**config.mk**
```make
export PLATFORM = sky130hd
export DESIGN_NAME = oacs_hash
export DESIGN_NICKNAME = d
export VERILOG_FILES = /design/src/rtl/oacs_pkg.sv /design/src/rtl/oacs_hash.sv
export SDC_FILE = /design/constraint.sdc
export NUM_CORES = 1
export LEC_CHECK = 0
export BUFFER_PORTS_ARGS = -buffer_cell sky130_fd_sc_hd__buf_2
export CORE_AREA = 2 2 43 45
export DETAILED_ROUTE_END_ITERATION = 7
export DIE_AREA = 0 0 45 47
export PLACE_DENSITY = 0.79
export SYNTH_ARGS = -nofsm -noshare
export SYNTH_HDL_FRONTEND = slang
export SYNTH_SLANG_ARGS = --single-unit
```
**constraint.sdc**
```tcl
create_clock -name vclk -period 1.7
set_input_delay 0.34 -clock vclk [all_inputs]
set_output_delay 0.34 -clock vclk [all_outputs]
set_load 0.02 [all_outputs]
```
**src/rtl/oacs_pkg.sv**
```systemverilog
// Package for the open-addressed coordinate hash set.
// Transfer payload types, status codes and sequencer states.
// No dependencies.
`timescale 1ns / 1ps
`default_nettype none

package oacs_pkg;

  // width of one coordinate and of one table slot word
  localparam int unsigned COORD_W = 16;
  localparam int unsigned SLOT_W  = 2 * COORD_W;

  // xorshift shift amounts
  localparam int unsigned MIX_SH_A = 13;
  localparam int unsigned MIX_SH_B = 17;
  localparam int unsigned MIX_SH_C = 5;

  // operation codes
  typedef enum logic {
    OP_FIND   = 1'b0,
    OP_INSERT = 1'b1
  } opcode_t;

  // result status codes
  typedef enum logic [1:0] {
    ST_OK       = 2'd0,
    ST_FULL     = 2'd1,
    ST_RESERVED = 2'd2
  } status_t;

  // input transfer
  typedef struct packed {
    opcode_t                    opcode;
    logic signed [COORD_W-1:0]  key_x;
    logic signed [COORD_W-1:0]  key_y;
  } in_item_t;

  // result transfer
  typedef struct packed {
    logic    found;
    status_t status;
  } out_item_t;

  // sequencer states
  typedef enum logic [2:0] {
    S_CLEAR,
    S_IDLE,
    S_HASH,
    S_PROBE,
    S_RESULT
  } state_t;

endpackage

`default_nettype wire

```
**src/rtl/oacs_hash.sv**
```systemverilog
// Xorshift mixer for the coordinate key word: yields start slot and odd probe step.
// Depends on oacs_pkg.
`timescale 1ns / 1ps
`default_nettype none

module oacs_hash #(
  parameter int unsigned TABLE_LOG2 = 11
) (
  input  wire logic [oacs_pkg::SLOT_W-1:0] key_word,
  output logic      [TABLE_LOG2-1:0]       start,
  output logic      [TABLE_LOG2-1:0]       step
);

  logic [oacs_pkg::SLOT_W-1:0] mix_a;
  logic [oacs_pkg::SLOT_W-1:0] mix_b;
  logic [oacs_pkg::SLOT_W-1:0] mix_c;

  // three xorshift rounds
  always_comb begin
    mix_a = key_word ^ (key_word << oacs_pkg::MIX_SH_A);
    mix_b = mix_a ^ (mix_a >> oacs_pkg::MIX_SH_B);
    mix_c = mix_b ^ (mix_b << oacs_pkg::MIX_SH_C);
  end

  // low bits pick the start slot, next bits give an odd step
  assign start = mix_c[TABLE_LOG2-1:0];
  assign step  = mix_c[TABLE_LOG2 +: TABLE_LOG2] | {{(TABLE_LOG2-1){1'b0}}, 1'b1};

endmodule

`default_nettype wire
```
# After elaboration in Yosys (flattened, before gate mapping)
# Cells that the tools add are included.
# word_totals
ram_bits	0
output_inout_bits	22
latch_bits	0
memories	0
ff_bits	0
rom_bits	0
elab_cells	3
in_bits	32
# classes
n_reduce_logical	0
multipliers	0
n_bitwise	3
mux	0
div_mod_pow	0
eq_ne	0
n_shift	0
n_lt_le_gt_ge	0
addsub	0
# op_table
cell	count
bitwise XOR 32 bit	1
bitwise XOR 22 x 15 -> 22 bit	1
bitwise XOR 22 bit	1

# Longest topological paths before layout
# logic_depth
ltp_word	3
depth_mapped	3
depth_no_buf	2

# Worst setup path after synthesis
# Ideal clock, no wire load.
# synth_path
path_type	input -> output
startpoint	in key_word[13] in the netlist's numbering
endpoint	out start[9]
slack_ns	0.152
required_ns	1.360
arrival_time_ns	1.208
n_path_buf	0
path_stages	2
cell_sequence	xnor3_2 -> xor3_1
# synth_between
elab_chain_len	3
# synth_rtl
item	line	rtl
start, declared	oacs_hash.sv:9	input wire logic [oacs_pkg::SLOT_W-1:0] key_word,
bitwise XOR 32 bit	oacs_hash.sv:20	mix_a = key_word ^ (key_word << oacs_pkg::MIX_SH_A);
bitwise XOR 22 x 15 -> 22 bit	oacs_hash.sv:21	mix_b = mix_a ^ (mix_a >> oacs_pkg::MIX_SH_B);
bitwise XOR 22 bit	oacs_hash.sv:22	mix_c = mix_b ^ (mix_b << oacs_pkg::MIX_SH_C);
end, declared	oacs_hash.sv:10	output logic [TABLE_LOG2-1:0] start,
# No other way between the ends.

# Worst setup path in the final report
# layout_path
startpoint	in key_word[13] in the netlist's numbering
endpoint	out step[3]
# layout_between
elab_chain_len	3
# layout_rtl
item	line	rtl
bitwise XOR 32 bit	oacs_hash.sv:20	
bitwise XOR 22 x 15 -> 22 bit	oacs_hash.sv:21	
bitwise XOR 22 bit	oacs_hash.sv:22	
end, declared	oacs_hash.sv:11	output logic [TABLE_LOG2-1:0] step
# No other way between the ends.

==> qor.yml <==
synth:
  yosysSeqAreaShare_pct: 0
  synth_area_leaders: "xnor3_1, xnor2_1, xor3_1, xor2_1, xnor3_4"
  synth_top_cell_area_share_pct: 40.16
  syn-instance-count: 43
  syn_nets: 75
  synth_top_area_cell: "xnor3_1"
  syn_area_sq_um: 616.8
  yosysMostFrequentCell: "xnor2_1"
  netlist_top_cells_count: "xnor2_1, xnor3_1, xor2_1"
  synthDistinctLibCells: 10
  syn_avg_cell_area_sq_um: 14.35
  ys_warn_count: 0
drt:
  ant_nets: 0
  vias: 510
  drt-wirelength-per-cell_microns: 11.11
  drt_wl_total_mm: 1.322
  avgViaCountPerCell: 4.286
  dr.pass1.iters: 1
  drcViolationCount: 0
  drt_iter0_drc: 0
floorplan:
  io_pins: 54
  core-area_sq_mm: 0.001652
  start_util_pct: 37.35
  die_h_microns: 47
  dieArea_sq_mm: 0.002115
  num_rows: 15
  die_x_microns: 45
setup_path:
  crit_required_ps: 1360
  worstPathArrival_ps: 1340
  critPathMaxFanout: 2
  crit_type: "input pin to output port"
  cp_cell_sequence: "buf_2 > xnor3_2 > xnor3_4 > buf_6"
  worst_setup_path_start_kind: "input pin"
  slowest_delay_ps: 420
  cp_slowest_cell: "xnor3_2"
  cp_top_family: "XOR/XNOR gates"
  critPathBufInv: 2
  worstSetupEndpointType: "output port"
timing:
  fin_ws_ps: 19.79
  setup_violations: 0
  fmax_ghz: 0.5952
  drv_slew: 0
  worst_hold_slack_ps: 1007
  hold_viol: 0
  rsz0062_at_grt: "true"
  fin_crit_ps: 1680
  fin_crit_sh_pct: 98.84
  tns_ps: 0
power_and_ir_drop:
  p_sw_w: 0.0003350
  clkPwrFrac_pct: 0
  p_per_area_mw_per_mm2: 686.0
  switching_share_pct: 48.79
  p_seq_share_pct: 0
  pwr-share-comb_pct: 100.0
  p_int_w: 0.0003516
  peakVddDrop_uv: 505.0
  p_leak_nw: 0.6147
global_routing:
  grt_pass1_vias: 479
  grt_use_total_pct: 11.67
  grt_max_degree: 6
  grt_pass1_wl_mm: 1.876
  grt_antenna_before_repair: 0
  global_route.overflow_total: 0
run_status:
  status: "completed"
placement:
  globalplace.congestion: 0.6762
  hpwl_mm: 1.215
  place_area_sq_um: 944.7
  dp_slack_ps: -75.34
  portBuffers: 53
layout:
  final_nets: 136
  final_core_util_pct: 60.61
  drive_gt1_share_pct: 66.67
  seqCellArea_sq_um: 0
  seq_cell_count: 0
  num-clock-buffers: 0
  n_antenna_cell: 0
  area_delta_synth_final_pct: 62.27
  design_area_sq_mm: 0.001001
flow_run:
  drv_cap: 0
clock_network:
  ctsHoldBuffers: 0
worst_hold_path:
  hold_class: "input pin to output port"
cell usage in the layout (no fill, tap or decap):
cell type,Yosys,layout
buf_2,0,50
xnor3_4,1,1
buf_4,1,8
xor2_1,8,8
xnor3_2,1,1
conb_1,1,1
buf_6,0,3
xnor2_1,14,10
xnor3_1,11,11
xor3_1,4,4
xnor2_2,1,5
kinds of logic after synthesis:
| logic type | count (synthesis) | synth area share (%) |
|---|---|---|
| other cells | 1 | 0.6079 |
| buf+inv | 2 | 1.825 |
| xor+xnor | 40 | 97.57 |
worst paths after layout:
check                         from        to  slack, ps  cells past startpoint
worst min-delay path   key_word[2]  start[2]       1010                      3
worst max-delay path  key_word[13]   step[3]         20                      4
stage by stage:
stage / power [W] / cells
6_report: 0.0006867 / 119
2_1_floorplan: 0.0004464 / 43
5_1_grt: 0.0007304 / 119
3_5_place_dp: 0.0006546 / 118
3_3_place_gp: 0.0006477 / 118
4_1_cts: 0.0006631 / 118
repair_timing:
action / CTS / global route
gates cloned: 0 / 0
setup buffers: 0 / 1
gates resized for setup: 2 / 7
setup endpoints to repair: 2 / 3
hold endpoints to repair: 0 / 0
pin swaps: 2 / 2
per-layer routing:
metal  vias up  part of all wire [%]  GRT usage, %
met5         -                     0             0
met4         0                     0             0
met3         0                   8.8         1.154
met2        29                    53         23.43
met1       220                    38         14.25
li1        261                     -             -
power by group through the flow:
stage,combinational (W),sequential [W],clock (W)
5_1_grt,0.000730,0,0
3_5_place_dp,0.000655,0,0
3_3_place_gp,0.000648,0,0
2_1_floorplan,0.000446,0,0
6_report,0.000687,0,0
4_1_cts,0.000663,0,0
cell type report:
type | count | area [sq um]
fillers | 143 | 650.6
repair buffers | 61 | 344.1
well taps | 17 | 21.27
multi-input cells | 41 | 635.6
(Power assumes the default switching activity.)
